<file path="src/design/mars_pkg.sv">
// package for the multi-alarm reminder sequencer
// widths, codes, state machine states and transaction structs
// no dependencies
`timescale 1ns / 1ps

package mars_pkg;

    // table size
    localparam int MAX_ENTRIES = 64;
    localparam int IDX_W       = (MAX_ENTRIES > 1) ? $clog2(MAX_ENTRIES) : 1;
    localparam int CNT_W       = $clog2(MAX_ENTRIES + 1);

    // field widths
    localparam int CMD_W     = 2;
    localparam int EIDX_W    = 6;
    localparam int OFFSET_W  = 22;
    localparam int ECOUNT_W  = 7;
    localparam int MS_W      = 32;
    localparam int DUR_W     = 20;
    localparam int MODE_W    = 2;
    localparam int ANSWER_W  = 2;

    // configuration port
    localparam int PADDR_W = 3;
    localparam int PDATA_W = 32;
    localparam int REG_W   = 1;

    localparam logic [DUR_W-1:0] VIBRATE_RESET = DUR_W'(5000);
    localparam logic [DUR_W-1:0] TIMEOUT_RESET = DUR_W'(15000);
    localparam logic [MS_W-1:0]  MS_PER_S      = MS_W'(1000);

    typedef enum logic [REG_W-1:0] {
        REG_VIBRATE = 1'b0,
        REG_TIMEOUT = 1'b1
    } t_reg;

    typedef enum logic [CMD_W-1:0] {
        CMD_TICK  = 2'd0,
        CMD_WRITE = 2'd1,
        CMD_START = 2'd2
    } t_cmd;

    typedef enum logic [MODE_W-1:0] {
        MODE_IDLE = 2'd0,
        MODE_PROC = 2'd1,
        MODE_VIB  = 2'd2,
        MODE_WAIT = 2'd3
    } t_mode;

    typedef enum logic [ANSWER_W-1:0] {
        ANS_NONE = 2'd0,
        ANS_YES  = 2'd1,
        ANS_NO   = 2'd2
    } t_answer;

    typedef enum logic [2:0] {
        FSM_IDLE,
        FSM_EXEC,
        FSM_CLEAR,
        FSM_SCAN,
        FSM_DRAIN,
        FSM_RESOLVE,
        FSM_PUBLISH
    } t_fsm;

    typedef struct packed {
        logic [CMD_W-1:0]    cmd;
        logic [EIDX_W-1:0]   entry_index;
        logic [OFFSET_W-1:0] offset_seconds;
        logic [ECOUNT_W-1:0] entry_count;
        logic                button_level;
    } t_item;

    typedef struct packed {
        logic                motor_on;
        logic [MODE_W-1:0]   mode;
        logic [EIDX_W-1:0]   active_entry;
        logic [MS_W-1:0]     next_due_ms;
        logic [ANSWER_W-1:0] answer_event;
        logic [EIDX_W-1:0]   answer_entry;
        logic                all_done;
    } t_result;

endpackage

</file>
<file path="src/design/mars_if.sv">
// channel interfaces: command transactions in, status transactions out
// depends on mars_pkg
`timescale 1ns / 1ps

interface mars_item_if;
    import mars_pkg::*;

    logic                valid;
    logic                ready;
    logic [CMD_W-1:0]    cmd;
    logic [EIDX_W-1:0]   entry_index;
    logic [OFFSET_W-1:0] offset_seconds;
    logic [ECOUNT_W-1:0] entry_count;
    logic                button_level;

    modport source (
        output valid, cmd, entry_index, offset_seconds, entry_count, button_level,
        input  ready
    );
    modport sink (
        input  valid, cmd, entry_index, offset_seconds, entry_count, button_level,
        output ready
    );
endinterface

interface mars_result_if;
    import mars_pkg::*;

    logic                valid;
    logic                ready;
    logic                motor_on;
    logic [MODE_W-1:0]   mode;
    logic [EIDX_W-1:0]   active_entry;
    logic [MS_W-1:0]     next_due_ms;
    logic [ANSWER_W-1:0] answer_event;
    logic [EIDX_W-1:0]   answer_entry;
    logic                all_done;

    modport source (
        output valid, motor_on, mode, active_entry, next_due_ms, answer_event,
               answer_entry, all_done,
        input  ready
    );
    modport sink (
        input  valid, motor_on, mode, active_entry, next_due_ms, answer_event,
               answer_entry, all_done,
        output ready
    );
endinterface

</file>
<file path="src/design/mars_ram.sv">
// generic single-write, single-read ram with registered read data
// no dependencies
`timescale 1ns / 1ps

module mars_ram #(
    parameter int WIDTH = 8,
    parameter int DEPTH = 16
) (
    input  logic                                        i_clk,
    input  logic                                        i_we,
    input  logic [((DEPTH > 1) ? $clog2(DEPTH) : 1)-1:0] i_waddr,
    input  logic [WIDTH-1:0]                            i_wdata,
    input  logic [((DEPTH > 1) ? $clog2(DEPTH) : 1)-1:0] i_raddr,
    output logic [WIDTH-1:0]                            o_rdata
);
    logic [WIDTH-1:0] r_mem [DEPTH];

    // write port and registered read port
    always_ff @(posedge i_clk) begin
        if (i_we) begin
            r_mem[i_waddr] <= i_wdata;
        end
        o_rdata <= r_mem[i_raddr];
    end
endmodule

</file>
<file path="src/design/multi_alarm_reminder_sequencer.sv">
// top level of the multi-alarm reminder sequencer
// depends on mars_pkg, mars_if (mars_item_if, mars_result_if) and mars_ram
`timescale 1ns / 1ps

// Usage
// i_item carries one command per transaction: a millisecond tick, a table
// write (entry_index, offset_seconds) or a schedule start (entry_count).
// Every command transaction yields exactly one status transaction on
// o_result. Timing registers vibrate_ms and answer_timeout_ms sit on the
// APB port at byte addresses 0 and 4; write them only while the block idles.
// A write, a tick outside the processing mode or a tick with no entry in
// use passes the execute and publish states before its status is registered.
// A start sweeps the pending marks in the status ram, one entry per cycle
// over all 64 entries, before it publishes its status. A tick in the
// processing mode scans the table: one read of both rams per entry in use,
// then the pipeline drains (multiply, add and compare) and a resolve step
// follows; each ram has a single read port, so the entries are read one
// after another. A new command is taken only once the previous one has
// reached the output register stage, so commands are not overlapped but
// for the one described below.
// If the receiver stalls, the finished status waits in the output register;
// one further command is still taken and processed, then held until the
// output register is free.
// Reset: synchronous, active low; clears mode, timers and the result valid
// flag. Neither ram is cleared: the offset table needs no sweep and every
// start sweeps the pending marks before they are read.

module multi_alarm_reminder_sequencer (
    input  logic                           i_clk,
    input  logic                           i_rst_n,
    mars_item_if.sink                      i_item,
    mars_result_if.source                  o_result,
    input  logic                           psel,
    input  logic                           penable,
    input  logic                           pwrite,
    input  logic [mars_pkg::PADDR_W-1:0]   paddr,
    input  logic [mars_pkg::PDATA_W-1:0]   pwdata,
    output logic [mars_pkg::PDATA_W-1:0]   prdata,
    output logic                           pready
);
    import mars_pkg::*;

    // configuration registers
    logic [DUR_W-1:0] r_vib;
    logic [DUR_W-1:0] r_timeout;
    t_reg             reg_sel;

    // control and schedule state
    t_fsm                  r_fsm, n_fsm;
    t_item                 r_item, n_item;
    t_mode                 r_mode, n_mode;
    logic [CNT_W-1:0]      r_used, n_used;
    logic                  r_loaded, n_loaded;
    logic [MS_W-1:0]       r_now, n_now;
    logic [MS_W-1:0]       r_start, n_start;
    logic [MS_W-1:0]       r_phase, n_phase;
    logic [IDX_W-1:0]      r_cur, n_cur;
    logic                  r_cur_valid, n_cur_valid;
    logic [MS_W-1:0]       r_earliest, n_earliest;
    t_answer               r_ev, n_ev;
    logic [EIDX_W-1:0]     r_ent, n_ent;
    logic                  r_done, n_done;

    // scan sequencer and pipeline
    logic [IDX_W-1:0]      r_rd_idx, n_rd_idx;
    logic                  r_drain, n_drain;
    logic                  r_s0_v, r_s1_v;
    logic [IDX_W-1:0]      r_s0_idx, r_s1_idx;
    logic [MS_W-1:0]       r_prod;
    logic [MS_W-1:0]       s2_due;
    logic                  r_found, n_found;
    logic [MS_W-1:0]       r_best, n_best;
    logic [IDX_W-1:0]      r_best_idx, n_best_idx;

    // output register
    t_result               r_out, n_out;
    logic                  r_out_valid, n_out_valid;

    // offset ram ports
    logic                  ram_we;
    logic [IDX_W-1:0]      ram_waddr;
    logic [OFFSET_W-1:0]   ram_wdata;
    logic [OFFSET_W-1:0]   ram_rdata;

    // status ram ports, 1 marks an answered entry
    logic                  stat_we;
    logic [IDX_W-1:0]      stat_waddr;
    logic                  stat_wdata;
    logic                  stat_rdata;

    // helpers
    logic                  in_fire;
    logic [MS_W-1:0]       elapsed;
    logic                  rec_ok;
    logic                  do_rec;
    t_answer               answer;
    logic                  scan_last;

    mars_ram #(
        .WIDTH (OFFSET_W),
        .DEPTH (MAX_ENTRIES)
    ) u_offset_ram (
        .i_clk   (i_clk),
        .i_we    (ram_we),
        .i_waddr (ram_waddr),
        .i_wdata (ram_wdata),
        .i_raddr (r_rd_idx),
        .o_rdata (ram_rdata)
    );

    mars_ram #(
        .WIDTH (1),
        .DEPTH (MAX_ENTRIES)
    ) u_status_ram (
        .i_clk   (i_clk),
        .i_we    (stat_we),
        .i_waddr (stat_waddr),
        .i_wdata (stat_wdata),
        .i_raddr (r_rd_idx),
        .o_rdata (stat_rdata)
    );

    // apb register access
    assign pready  = 1'b1;
    assign reg_sel = t_reg'(paddr[PADDR_W-1:2]);

    always_comb begin
        case (reg_sel)
            REG_VIBRATE: prdata = PDATA_W'(r_vib);
            REG_TIMEOUT: prdata = PDATA_W'(r_timeout);
            default:     prdata = '0;
        endcase
    end

    always_ff @(posedge i_clk) begin
        if (!i_rst_n) begin
            r_vib     <= VIBRATE_RESET;
            r_timeout <= TIMEOUT_RESET;
        end else if (psel && penable && pwrite && pready) begin
            case (reg_sel)
                REG_VIBRATE: r_vib     <= pwdata[DUR_W-1:0];
                REG_TIMEOUT: r_timeout <= pwdata[DUR_W-1:0];
                default: ;
            endcase
        end
    end

    // channel handshakes
    assign i_item.ready = (r_fsm == FSM_IDLE);
    assign in_fire      = i_item.valid && i_item.ready;

    assign o_result.valid        = r_out_valid;
    assign o_result.motor_on     = r_out.motor_on;
    assign o_result.mode         = r_out.mode;
    assign o_result.active_entry = r_out.active_entry;
    assign o_result.next_due_ms  = r_out.next_due_ms;
    assign o_result.answer_event = r_out.answer_event;
    assign o_result.answer_entry = r_out.answer_entry;
    assign o_result.all_done     = r_out.all_done;

    // phase timer and answer recording conditions
    assign elapsed   = r_now - r_phase;
    assign rec_ok    = r_loaded && r_cur_valid && (CNT_W'(r_cur) < r_used);
    assign answer    = r_item.button_level ? ANS_YES : ANS_NO;
    assign do_rec    = r_item.button_level || (elapsed >= MS_W'(r_timeout));
    assign scan_last = (CNT_W'(r_rd_idx) == (r_used - CNT_W'(1)));
    assign s2_due    = r_start + r_prod;

    // ram write port follows the held write transaction
    assign ram_waddr = IDX_W'(r_item.entry_index);
    assign ram_wdata = r_item.offset_seconds;

    // sequencer next state and state updates
    always_comb begin
        n_fsm       = r_fsm;
        n_item      = r_item;
        n_mode      = r_mode;
        n_used      = r_used;
        n_loaded    = r_loaded;
        n_now       = r_now;
        n_start     = r_start;
        n_phase     = r_phase;
        n_cur       = r_cur;
        n_cur_valid = r_cur_valid;
        n_earliest  = r_earliest;
        n_ev        = r_ev;
        n_ent       = r_ent;
        n_done      = r_done;
        n_rd_idx    = r_rd_idx;
        n_drain     = r_drain;
        n_found     = r_found;
        n_best      = r_best;
        n_best_idx  = r_best_idx;
        n_out       = r_out;
        n_out_valid = r_out_valid && !o_result.ready;
        ram_we      = 1'b0;
        stat_we     = 1'b0;
        stat_waddr  = r_cur;
        stat_wdata  = 1'b1;

        // earliest-due compare stage, first index wins a tie
        if (r_s1_v && (!r_found || (s2_due < r_best))) begin
            n_found    = 1'b1;
            n_best     = s2_due;
            n_best_idx = r_s1_idx;
        end

        case (r_fsm)
            FSM_IDLE: begin
                if (in_fire) begin
                    n_item.cmd            = i_item.cmd;
                    n_item.entry_index    = i_item.entry_index;
                    n_item.offset_seconds = i_item.offset_seconds;
                    n_item.entry_count    = i_item.entry_count;
                    n_item.button_level   = i_item.button_level;
                    if (t_cmd'(i_item.cmd) == CMD_TICK) begin
                        n_now = r_now + MS_W'(1);
                    end
                    n_fsm = FSM_EXEC;
                end
            end

            FSM_EXEC: begin
                n_ev   = ANS_NONE;
                n_ent  = '0;
                n_done = 1'b0;
                n_fsm  = FSM_PUBLISH;
                case (t_cmd'(r_item.cmd))
                    CMD_TICK: begin
                        case (r_mode)
                            MODE_PROC: begin
                                if (!r_loaded) begin
                                    n_mode = MODE_IDLE;
                                end else if (r_used == '0) begin
                                    n_earliest = '0;
                                    n_done     = 1'b1;
                                    n_mode     = MODE_IDLE;
                                end else begin
                                    n_found  = 1'b0;
                                    n_rd_idx = '0;
                                    n_fsm    = FSM_SCAN;
                                end
                            end
                            MODE_VIB: begin
                                if (elapsed >= MS_W'(r_vib)) begin
                                    n_phase = r_now;
                                    n_mode  = MODE_WAIT;
                                end
                            end
                            MODE_WAIT: begin
                                if (do_rec) begin
                                    if (rec_ok) begin
                                        stat_we = 1'b1;
                                        n_ev    = answer;
                                        n_ent   = EIDX_W'(r_cur);
                                        n_mode  = MODE_PROC;
                                    end else begin
                                        n_mode = MODE_IDLE;
                                    end
                                end
                            end
                            default: ;
                        endcase
                    end
                    CMD_WRITE: begin
                        if (32'(r_item.entry_index) < 32'(MAX_ENTRIES)) begin
                            ram_we = 1'b1;
                        end
                    end
                    CMD_START: begin
                        if (32'(r_item.entry_count) > 32'(MAX_ENTRIES)) begin
                            n_used = CNT_W'(MAX_ENTRIES);
                        end else begin
                            n_used = CNT_W'(r_item.entry_count);
                        end
                        n_start     = r_now;
                        n_loaded    = 1'b1;
                        n_cur       = '0;
                        n_cur_valid = 1'b0;
                        n_mode      = MODE_PROC;
                        n_rd_idx    = '0;
                        n_fsm       = FSM_CLEAR;
                    end
                    default: ;
                endcase
            end

            // sweep the pending marks, one entry per cycle
            FSM_CLEAR: begin
                stat_we    = 1'b1;
                stat_waddr = r_rd_idx;
                stat_wdata = 1'b0;
                n_rd_idx   = r_rd_idx + IDX_W'(1);
                if (r_rd_idx == IDX_W'(MAX_ENTRIES - 1)) begin
                    n_fsm = FSM_PUBLISH;
                end
            end

            // one ram read per entry in use
            FSM_SCAN: begin
                n_rd_idx = r_rd_idx + IDX_W'(1);
                if (scan_last) begin
                    n_drain = 1'b0;
                    n_fsm   = FSM_DRAIN;
                end
            end

            // let the multiply and compare stages empty
            FSM_DRAIN: begin
                if (r_drain) begin
                    n_fsm = FSM_RESOLVE;
                end else begin
                    n_drain = 1'b1;
                end
            end

            FSM_RESOLVE: begin
                if (r_found) begin
                    if (r_now >= r_best) begin
                        n_cur       = r_best_idx;
                        n_cur_valid = 1'b1;
                        n_phase     = r_now;
                        n_mode      = MODE_VIB;
                    end
                    n_earliest = r_best;
                end else begin
                    n_earliest = '0;
                    n_done     = 1'b1;
                    n_mode     = MODE_IDLE;
                end
                n_fsm = FSM_PUBLISH;
            end

            // hand the status to the output register once it is free
            FSM_PUBLISH: begin
                if (!r_out_valid || o_result.ready) begin
                    n_out.motor_on     = (r_mode == MODE_VIB);
                    n_out.mode         = r_mode;
                    n_out.active_entry = ((r_mode == MODE_VIB) || (r_mode == MODE_WAIT)) ?
                                         EIDX_W'(r_cur) : '0;
                    n_out.next_due_ms  = r_earliest;
                    n_out.answer_event = r_ev;
                    n_out.answer_entry = r_ent;
                    n_out.all_done     = r_done;
                    n_out_valid        = 1'b1;
                    n_fsm              = FSM_IDLE;
                end
            end

            default: n_fsm = FSM_IDLE;
        endcase
    end

    // state register
    always_ff @(posedge i_clk) begin
        if (!i_rst_n) begin
            r_fsm <= FSM_IDLE;
        end else begin
            r_fsm <= n_fsm;
        end
    end

    // control state with reset
    always_ff @(posedge i_clk) begin
        if (!i_rst_n) begin
            r_mode      <= MODE_IDLE;
            r_used      <= '0;
            r_loaded    <= 1'b0;
            r_now       <= '0;
            r_start     <= '0;
            r_phase     <= '0;
            r_cur       <= '0;
            r_cur_valid <= 1'b0;
            r_earliest  <= '0;
            r_out_valid <= 1'b0;
            r_found     <= 1'b0;
            r_s0_v      <= 1'b0;
            r_s1_v      <= 1'b0;
        end else begin
            r_mode      <= n_mode;
            r_used      <= n_used;
            r_loaded    <= n_loaded;
            r_now       <= n_now;
            r_start     <= n_start;
            r_phase     <= n_phase;
            r_cur       <= n_cur;
            r_cur_valid <= n_cur_valid;
            r_earliest  <= n_earliest;
            r_out_valid <= n_out_valid;
            r_found     <= n_found;
            r_s0_v      <= (r_fsm == FSM_SCAN);
            r_s1_v      <= r_s0_v && !stat_rdata;
        end
    end

    // payload registers and scan datapath
    always_ff @(posedge i_clk) begin
        r_item     <= n_item;
        r_ev       <= n_ev;
        r_ent      <= n_ent;
        r_done     <= n_done;
        r_rd_idx   <= n_rd_idx;
        r_drain    <= n_drain;
        r_best     <= n_best;
        r_best_idx <= n_best_idx;
        r_out      <= n_out;
        r_s0_idx   <= r_rd_idx;
        r_s1_idx   <= r_s0_idx;
        r_prod     <= MS_W'(MS_W'(ram_rdata) * MS_PER_S);
    end

    // scan pipeline only carries entries while a scan is running
    a_scan_confined: assert property (@(posedge i_clk) disable iff (!i_rst_n)
        r_s1_v |-> ((r_fsm == FSM_SCAN) || (r_fsm == FSM_DRAIN)))
        else $error("scan pipeline active outside a scan");

    // an accepted command is always executed in the following cycle
    a_accept_exec: assert property (@(posedge i_clk) disable iff (!i_rst_n)
        (i_item.valid && i_item.ready) |=> (r_fsm == FSM_EXEC))
        else $error("accepted command not executed");

    // a recorded answer always returns the block to processing
    a_answer_mode: assert property (@(posedge i_clk) disable iff (!i_rst_n)
        (r_out_valid && (r_out.answer_event != ANS_NONE)) |->
            (r_out.mode == MODE_PROC))
        else $error("answer recorded outside processing");

    // a finished schedule reports idle and no due time
    a_done_idle: assert property (@(posedge i_clk) disable iff (!i_rst_n)
        (r_out_valid && r_out.all_done) |->
            ((r_out.mode == MODE_IDLE) && (r_out.next_due_ms == '0)))
        else $error("done reported with pending work");

endmodule

</file>
<file path="src/flat_wrapper.sv">
// flat-port wrapper written by rule: the top's interface ports become plain ports
module multi_alarm_reminder_sequencer_flat import mars_pkg::*;
  (i_clk, i_rst_n, psel, penable, pwrite, paddr, pwdata, prdata, pready, i_item_valid, i_item_cmd, i_item_entry_index, i_item_offset_seconds, i_item_entry_count, i_item_button_level, i_item_ready, o_result_valid, o_result_motor_on, o_result_mode, o_result_active_entry, o_result_next_due_ms, o_result_answer_event, o_result_answer_entry, o_result_all_done, o_result_ready);
  mars_item_if i_item_i ();
  mars_result_if o_result_i ();
  input  logic i_clk;
  input  logic i_rst_n;
  input  logic psel;
  input  logic penable;
  input  logic pwrite;
  input  logic [mars_pkg::PADDR_W-1:0] paddr;
  input  logic [mars_pkg::PDATA_W-1:0] pwdata;
  output logic [mars_pkg::PDATA_W-1:0] prdata;
  output logic pready;
  input wire logic [$bits(i_item_i.valid)-1:0] i_item_valid;
  input wire logic [$bits(i_item_i.cmd)-1:0] i_item_cmd;
  input wire logic [$bits(i_item_i.entry_index)-1:0] i_item_entry_index;
  input wire logic [$bits(i_item_i.offset_seconds)-1:0] i_item_offset_seconds;
  input wire logic [$bits(i_item_i.entry_count)-1:0] i_item_entry_count;
  input wire logic [$bits(i_item_i.button_level)-1:0] i_item_button_level;
  output wire logic [$bits(i_item_i.ready)-1:0] i_item_ready;
  output wire logic [$bits(o_result_i.valid)-1:0] o_result_valid;
  output wire logic [$bits(o_result_i.motor_on)-1:0] o_result_motor_on;
  output wire logic [$bits(o_result_i.mode)-1:0] o_result_mode;
  output wire logic [$bits(o_result_i.active_entry)-1:0] o_result_active_entry;
  output wire logic [$bits(o_result_i.next_due_ms)-1:0] o_result_next_due_ms;
  output wire logic [$bits(o_result_i.answer_event)-1:0] o_result_answer_event;
  output wire logic [$bits(o_result_i.answer_entry)-1:0] o_result_answer_entry;
  output wire logic [$bits(o_result_i.all_done)-1:0] o_result_all_done;
  input wire logic [$bits(o_result_i.ready)-1:0] o_result_ready;
  assign i_item_i.valid = i_item_valid;
  assign i_item_i.cmd = i_item_cmd;
  assign i_item_i.entry_index = i_item_entry_index;
  assign i_item_i.offset_seconds = i_item_offset_seconds;
  assign i_item_i.entry_count = i_item_entry_count;
  assign i_item_i.button_level = i_item_button_level;
  assign i_item_ready = i_item_i.ready;
  assign o_result_valid = o_result_i.valid;
  assign o_result_motor_on = o_result_i.motor_on;
  assign o_result_mode = o_result_i.mode;
  assign o_result_active_entry = o_result_i.active_entry;
  assign o_result_next_due_ms = o_result_i.next_due_ms;
  assign o_result_answer_event = o_result_i.answer_event;
  assign o_result_answer_entry = o_result_i.answer_entry;
  assign o_result_all_done = o_result_i.all_done;
  assign o_result_i.ready = o_result_ready;
  multi_alarm_reminder_sequencer u_core (.i_clk(i_clk), .i_rst_n(i_rst_n), .i_item(i_item_i), .o_result(o_result_i), .psel(psel), .penable(penable), .pwrite(pwrite), .paddr(paddr), .pwdata(pwdata), .prdata(prdata), .pready(pready));
endmodule
</file>
<file path="config.mk">
export PLATFORM = sky130hd
export DESIGN_NAME = multi_alarm_reminder_sequencer_flat
export DESIGN_NICKNAME = d
export VERILOG_FILES = /design/src/design/mars_pkg.sv /design/src/design/mars_if.sv /design/src/design/mars_ram.sv /design/src/design/multi_alarm_reminder_sequencer.sv /design/src/flat_wrapper.sv
export SDC_FILE = /design/constraint.sdc
export NUM_CORES = 2
export LEC_CHECK = 0
export BUFFER_PORTS_ARGS = -buffer_cell sky130_fd_sc_hd__clkbuf_2
export CAP_MARGIN = 20
export CORE_ASPECT_RATIO = 0.6
export CORE_MARGIN = 2
export CORE_UTILIZATION = 40
export CTS_BUF_LIST = sky130_fd_sc_hd__clkbuf_4
export CTS_CLUSTER_SIZE = 8
export DETAILED_ROUTE_END_ITERATION = 7
export SKIP_CTS_REPAIR_TIMING = 1
export SYNTH_ARGS = -nofsm -noshare
export SYNTH_HDL_FRONTEND = slang
export SYNTH_SLANG_ARGS = --single-unit
</file>
<file path="constraint.sdc">
create_clock -name i_clk -period 9.8 [get_ports i_clk]
set_clock_uncertainty 0.2 [all_clocks]
set_input_delay 1.47 -clock i_clk [delete_from_list [all_inputs] [get_ports i_clk]]
set_output_delay 1.47 -clock i_clk [all_outputs]
set_load 0.005 [all_outputs]
</file>
Word level (Yosys, flattened, before mapping)
Memories as Yosys holds them, arrays and structs flattened. A register that Yosys moved wholly into a read port is not among the register bits. Cells that the tools add are included.

Memories kept: 2. Output and inout bits: 85. Register bits: 375. Bits of input ports: 80. Bits in writable memories: 1472. Logic and storage cells: 206.

Reduce and logical (&&, ||, !) cells: 39. $lt $le $gt $ge: 6. Add/subtract/negate cells: 5. Multiplexer cells: 77. $mul: 1. Eq/ne operators: 37. Bitwise operators: 1.

Memory list: u_core.u_offset_ram.r_mem (words 64, width 22, read ports 1, clocked after Yosys merged registers in 1, write ports 1, line mars_ram.sv:16) `logic [WIDTH-1:0] r_mem [DEPTH];`; u_core.u_status_ram.r_mem (words 64, width 1, read ports 1, clocked after Yosys merged registers in 1, write ports 1, line mars_ram.sv:16).

Operators with widths (number): 2-to-1 mux 32 bit (10); one-hot mux 32 bit (2 select lines) (3); greater-or-equal comparator 32 x 20 -> 1 bit (2); 2-to-1 mux 6 bit (7); one-hot mux 6 bit (2 select lines) (3); adder 32 x 1 -> 32 bit (second input constant) (1); adder 32 bit (1); greater-or-equal comparator 32 bit (1); less-than comparator 32 bit (1); subtractor 32 bit (1); multiplier 22 x 7 -> 29 bit (second input constant) (1); 2-to-1 mux 1 bit (29); 2-to-1 mux 3 bit (8); != test 2 x 1 -> 1 bit (second input constant) (11); one-hot mux 3 bit (7 select lines) (1); AND reduction 5 bit (3); 2-to-1 mux 2 bit (7); AND reduction 2 bit (7); == test 3 bit (second input constant) (3); != test 3 bit (second input constant) (3); logical AND 1 bit (8); != test 2 bit (second input constant) (4); != test 4 x 3 -> 1 bit (second input constant) (2); one-hot mux 1 bit (2 select lines) (4); other kinds (29) (45).

Logic depth before layout (Yosys ltp)
Depth in word-level cells: 10. Gate-level depth with buffers: 24. Gate-level depth less buffers: 23.

Modules after synthesis
A second synthesis with hierarchy kept.

Cell total of the unflattened synthesis: 4945. Area total of the unflattened synthesis: 79900.4 um^2.

By module, submodules not included: mars_ram (u_core.u_offset_ram) (cells each 2410, area an instance 54496.0 um^2, seq. area each 42721.0 um^2, times used 1); multi_alarm_reminder_sequencer (cells each 2331, area an instance 22490.3 um^2, seq. area each 8928.6 um^2, times used 1); mars_ram (u_core.u_status_ram) (cells each 204, area an instance 2914.0 um^2, seq. area each 1941.9 um^2, times used 1).

Worst setup path after synthesis
OpenSTA, ideal clock, no wires.

Path type: register -> register. From: register u_core.r_prod[13]. To: register u_core.r_best[0], enable pin. Required time: 9107 ps. Library setup time: 493 ps. Setup slack: 2609 ps. Period minus slack after synthesis: 7191 ps. Buffers on the path: 0. Data arrival time: 6498 ps. Cell stages (with the launch flop): 22. Cell sequence: dfxtp_1 -> ha_1 -> and4_1 -> and3_1 -> a221o_1 -> a21oi_1 -> a21bo_2 -> a31oi_1 -> o21ai_0 -> o21a_1 -> nor2_1 -> xnor2_1 -> ha_1 -> a21oi_1 -> nor2b_1 -> o21ai_0 -> nand2b_1 -> a21oi_1 -> nor2b_1 -> o21ai_0 -> o2111ai_1 -> o32ai_1.

Cells in the longest elaborated chain, start to end: 4.

RTL lines: start: declaration (line multi_alarm_reminder_sequencer.sv:69) `logic [MS_W-1:0] r_prod;`; start signal: assignment (line multi_alarm_reminder_sequencer.sv:409) `r_prod <= MS_W'(MS_W'(ram_rdata) * MS_PER_S);`; adder 32 bit (line multi_alarm_reminder_sequencer.sv:167) `assign s2_due = r_start + r_prod;`; net u_core.s2_due[26] (line multi_alarm_reminder_sequencer.sv:70) `logic [MS_W-1:0] s2_due;`; less-than comparator 32 bit (line multi_alarm_reminder_sequencer.sv:202) `if (r_s1_v && (!r_found || (s2_due < r_best))) begin`; logical OR 1 bit (line multi_alarm_reminder_sequencer.sv:202); logical AND 1 bit (line multi_alarm_reminder_sequencer.sv:202); end signal: assignment (line multi_alarm_reminder_sequencer.sv:404) `r_best <= n_best;`; end: declaration (line multi_alarm_reminder_sequencer.sv:72) `logic [MS_W-1:0] r_best, n_best;`.

The timed path passes the listed nets, and every way through them passes these cells. A chain may end at the register's enable or synchronous reset.

Worst setup path after layout
From: register u_core.r_now[0]. To: memory u_core.u_status_ram.r_mem[60], enable pin.

Cells in the longest elaborated chain, start to end: 9.

RTL lines: start: declaration (line multi_alarm_reminder_sequencer.sv:54) `logic [MS_W-1:0] r_now, n_now;`; start signal: assignment (line multi_alarm_reminder_sequencer.sv:383) `r_now <= n_now;`; subtractor 32 bit (line multi_alarm_reminder_sequencer.sv:162) `assign elapsed = r_now - r_phase;`; greater-or-equal comparator 32 x 20 -> 1 bit (line multi_alarm_reminder_sequencer.sv:165) `assign do_rec = r_item.button_level || (elapsed >= MS_W'(r_timeout));`; logical OR 1 bit (line multi_alarm_reminder_sequencer.sv:165); 2-to-1 mux 1 bit (line multi_alarm_reminder_sequencer.sv:251) `if (do_rec) begin`; 2-to-1 mux 1 bit (line multi_alarm_reminder_sequencer.sv:230) `case (r_mode)`; 2-to-1 mux 1 bit (line multi_alarm_reminder_sequencer.sv:228) `case (t_cmd'(r_item.cmd))`; one-hot mux 1 bit (2 select lines) (line multi_alarm_reminder_sequencer.sv:208) `case (r_fsm)`; 2-to-1 mux 1 bit (line mars_ram.sv:20) `if (i_we) begin`; 2-to-1 mux 1 bit (implied by the code) (line mars_ram.sv:21) `r_mem[i_waddr] <= i_wdata;`; end: declaration (line mars_ram.sv:16).

Every way passes these cells.

==> impl_metrics.csv <==
group,metric,value,unit
worst_setup_path,crit_arrival,7.10,ns
logic_synthesis,synth_fa_ha_area_frac,0.0574,
hold_path,hold_class,"flop to flop",
logic_synthesis,synthCells,4614,
power,vdd_drop_max,1.04,mV
logic_synthesis,ys.flop_type,"edfxtp_1",
timing,fin_crit_sh,0.653,
routing,drt.antenna.violating_nets,0,
global_route,antenna_found_initial,14,
floorplan,die_w,579,um
clock_tree,htreeDepth,5,
logic_synthesis,ys_types,83,
final_layout,multi_input_area,0.0243,mm2
global_route,overflow,0,
logic_synthesis,synth_xor_area_frac,0.0116,
final_layout,n_fill_cell,17000,
worst_setup_path,reg2reg_from,"u_core.r_now[0]",
timing,period_needed,6.40,ns
global_route,grt_pass1_wl,294000,um
logic_synthesis,synth_compound_area_frac,0.0425,
timing,whs,0.0941,ns
routing,vias,44400,
job,max-cap-violations,0,
timing,rsz0062_at_grt,"no",
final_layout,fin_cells,8077,
place,place_area,0.0838,mm2
global_route,grt_pass1_vias,43800,
clock_tree,cts_root_buf,"clkbuf_4",
timing,hold_viol,0,
final_layout,fin_nets,5504,
place,place.gp.congestion,0.848,
logic_synthesis,synth_edf_count,1614,
power,cellPowerDensity,338,mW/mm2
final_layout,syn_to_final_growth,12.6,%
power,leakagePower,30.7,nW
routing,viasPerCell,5.50,
routing,routed_wl,202000,um
clock_tree,insertion_delay,1.24,ns
clock_tree,cts_tree,"built",
logic_synthesis,ys_seq_elements,1870,
timing,slew-limit-headroom,0.294,
floorplan,num_io_pins,165,
worst_setup_path,crit_path_end_kind,"flop",
floorplan,core.rowCount,126,
worst_setup_path,path_class,"flop to flop",
logic_synthesis,synthArstFlopShare,0,
hold_path,worstHoldStart,"u_core.r_s0_idx[2]",
logic_synthesis,yosys_warnings,0,
logic_synthesis,synth_area,0.0794,mm2
clock_tree,clkSinkCount,1870,
place,hpwl,121000,um
logic_synthesis,synth.area.top_cells,"edfxtp_1, mux4_2, dfxtp_1",
clock_tree,cts.clk_slew.worst_paths,0.07,ns
routing,drcViolationCount,0,
worst_setup_path,start_kind,"flop",
place,port_buffers,137,
timing,tns,0,ns
floorplan,start_util,0.403,
routing,dr.pass1.iters,6,
clock_tree,cts_inserted_buffers,428,
global_route,grt_max_degree,147,
clock_tree,cts_buffer_depth,4,
place,dp_cells,7301,
floorplan,die_area,0.202,mm2
final_layout,drive_gt1_frac,0.281,
timing,setup_viol,0,
worst_setup_path,timing.rr.end,"u_core.u_status_ram.r_mem[60]",
floorplan,die_h,349,um
timing,fmax,156,MHz
logic_synthesis,synth_top_family_by_area,"multiplexers",
timing,tightestPinTransition,1.03,ns
logic_synthesis,ys_seq_area_frac,0.675,
timing,slew_violations,0,
routing,wire_per_inst,25.0,um
logic_synthesis,synth.avg_cell_area,17.2,um2
hold_path,worst_hold_path.num_cells,0,
logic_synthesis,muxShareOfSynthArea,0.138,
routing,drtIter0Drc,5791,
hold_path,whs_endpoint,"u_core.r_s1_idx[2]",
run_status,outcome,"completed",
final_layout,final_cell_area,0.0894,mm2
global_route,track_usage,0.199,
worst_setup_path,cp.required,10.50,ns
worst_setup_path,rrSetupSlack,3.40,ns
logic_synthesis,synth.largest_area_cell,"edfxtp_1",
worst_setup_path,cp_max_fo,32,
worst_setup_path,r2r.worst_path.cells,21,
logic_synthesis,synthSimpleGateAreaFrac,0.0530,
logic_synthesis,synth_top_area_frac,0.610,
floorplan,core,0.197,mm2
final_layout,seqCellArea,0.0536,mm2
-- Yosys cell counts (11+ instances only) --
| master | instances |
|---|---|
| nor2b_1 | 69 |
| and2_1 | 50 |
| a22oi_1 | 38 |
| xnor2_1 | 76 |
| inv_1 | 239 |
| clkbuf_1 | 152 |
| and3_1 | 25 |
| o211ai_1 | 21 |
| a21oi_1 | 97 |
| nand4_1 | 25 |
| edfxtp_1 | 1614 |
| nand2b_1 | 33 |
| xor2_1 | 29 |
| buf_4 | 13 |
| a21boi_0 | 70 |
| nor3_1 | 93 |
| a31oi_1 | 14 |
| o21a_1 | 12 |
| nand3_1 | 71 |
| nand2_1 | 273 |
| a21o_1 | 48 |
| or3_1 | 13 |
| o21ai_0 | 120 |
| mux4_2 | 483 |
| fa_1 | 80 |
| ha_1 | 236 |
| nor2_1 | 165 |
| o21bai_1 | 11 |
| buf_1 | 48 |
| dfxtp_1 | 256 |
-- cells in the final DEF, fill, tap and decap left out, types with 97 or more instances in the layout --
master,count
edfxtp_1,1614
clkbuf_4,652
mux4_2,483
nand2_1,273
dfxtp_1,256
inv_1,238
ha_1,236
clkbuf_2,136
buf_4,127
o21ai_0,120
nor2_1,99
a21oi_1,97
-- power by group --
part / leakage, nW / switching [mW] / internal [mW] / total [mW]
logic: 10.8 / 7.85 / 6.29 / 14.1
registers: 16.6 / 0.313 / 9.44 / 9.75
clock network: 3.32 / 3.07 / 3.24 / 6.31
-- registers in the layout, summed over array words and instances, names as in the netlist, 7 cells and up --
signal and flops:
u_core.r_vib 20, u_core.r_earliest 32, u_core.r_best 32, u_core.r_timeout 20, u_core.u_offset_ram.r_mem 1408, u_core.r_prod 29
u_core.r_used 7, u_core.r_phase 32, u_core.r_now 32, u_core.o_result.next_due_ms 32, u_core.u_status_ram.r_mem 64, u_core.ram_wdata 22
u_core.u_offset_ram.o_rdata 22, u_core.r_start 32, u_core.r_item 10
-- metrics by stage --
stage	power [mW]	worst slack [ns]	utilization
6_report	30.2	3.40	0.454
5_1_grt	32.7	2.94	0.454
4_1_cts	30.5	3.45	0.454
3_5_place_dp	24.0	3.51	0.426
3_3_place_gp	23.9	3.60	0.426
2_1_floorplan	20.5	2.61	-
-- critical path, cell delays in order (launching register included) --
cell	delay (ns)
dfxtp_1	0.36
inv_1	0.15
ha_1	0.19
inv_1	0.05
fa_1	0.43
a211oi_2	0.25
o211ai_1	0.19
and3_4	0.23
o21a_1	0.16
nor2_1	0.16
o21ai_0	0.14
xor2_1	0.28
ha_1	0.28
a21o_1	0.15
a21o_1	0.17
a2111oi_0	0.40
nor3_1	0.12
o311ai_0	0.46
and3_1	0.35
a31oi_4	0.23
a32oi_4	0.92
nor3_1	0.18
-- cell families after synthesis --
logic type / after synthesis
flip-flops: 1870
AND/OR/NAND/NOR: 865
AO/OA/AOI/OAI: 507
multiplexers: 490
buffers and inverters: 459
adder cells (fa/ha/maj): 316
XOR/XNOR: 105
other: 2
-- layer usage --
metal	part of all wire	track usage	up-vias
li1	-	-	19300
met1	0.48	0.322	22900
met2	0.40	0.266	2007
met3	0.097	0.0475	261
met4	0.015	0.0435	0
met5	0	0	-
-- worst max-delay path by stage --
stage                       from                            end  slack, ns  depth (start not counted)
4_1_cts          u_core.r_now[0]  u_core.u_status_ram.r_mem[60]       3.45                         21
3_5_place_dp     u_core.r_now[0]  u_core.u_status_ram.r_mem[60]       3.51                         21
6_report         u_core.r_now[0]  u_core.u_status_ram.r_mem[60]       3.40                         21
3_3_place_gp     u_core.r_now[0]  u_core.u_status_ram.r_mem[56]       3.60                         18
2_1_floorplan  u_core.r_prod[13]               u_core.r_best[0]       2.61                         21
5_1_grt          u_core.r_now[0]  u_core.u_status_ram.r_mem[48]       2.94                         18
-- cell type report --
cell class,count,area share
Multi-Input combinational cell,2296,0.271
Timing Repair Buffer,272,0.0202
Inverter,240,0.0101
Clock inverter,115,0.00768
Sequential cell,1870,0.599
Clock buffer,652,0.0547
Antenna cell,8,0.000224
Tap cell,2624,0.0367
No activity file was read; power rests on OpenSTA's default activity.
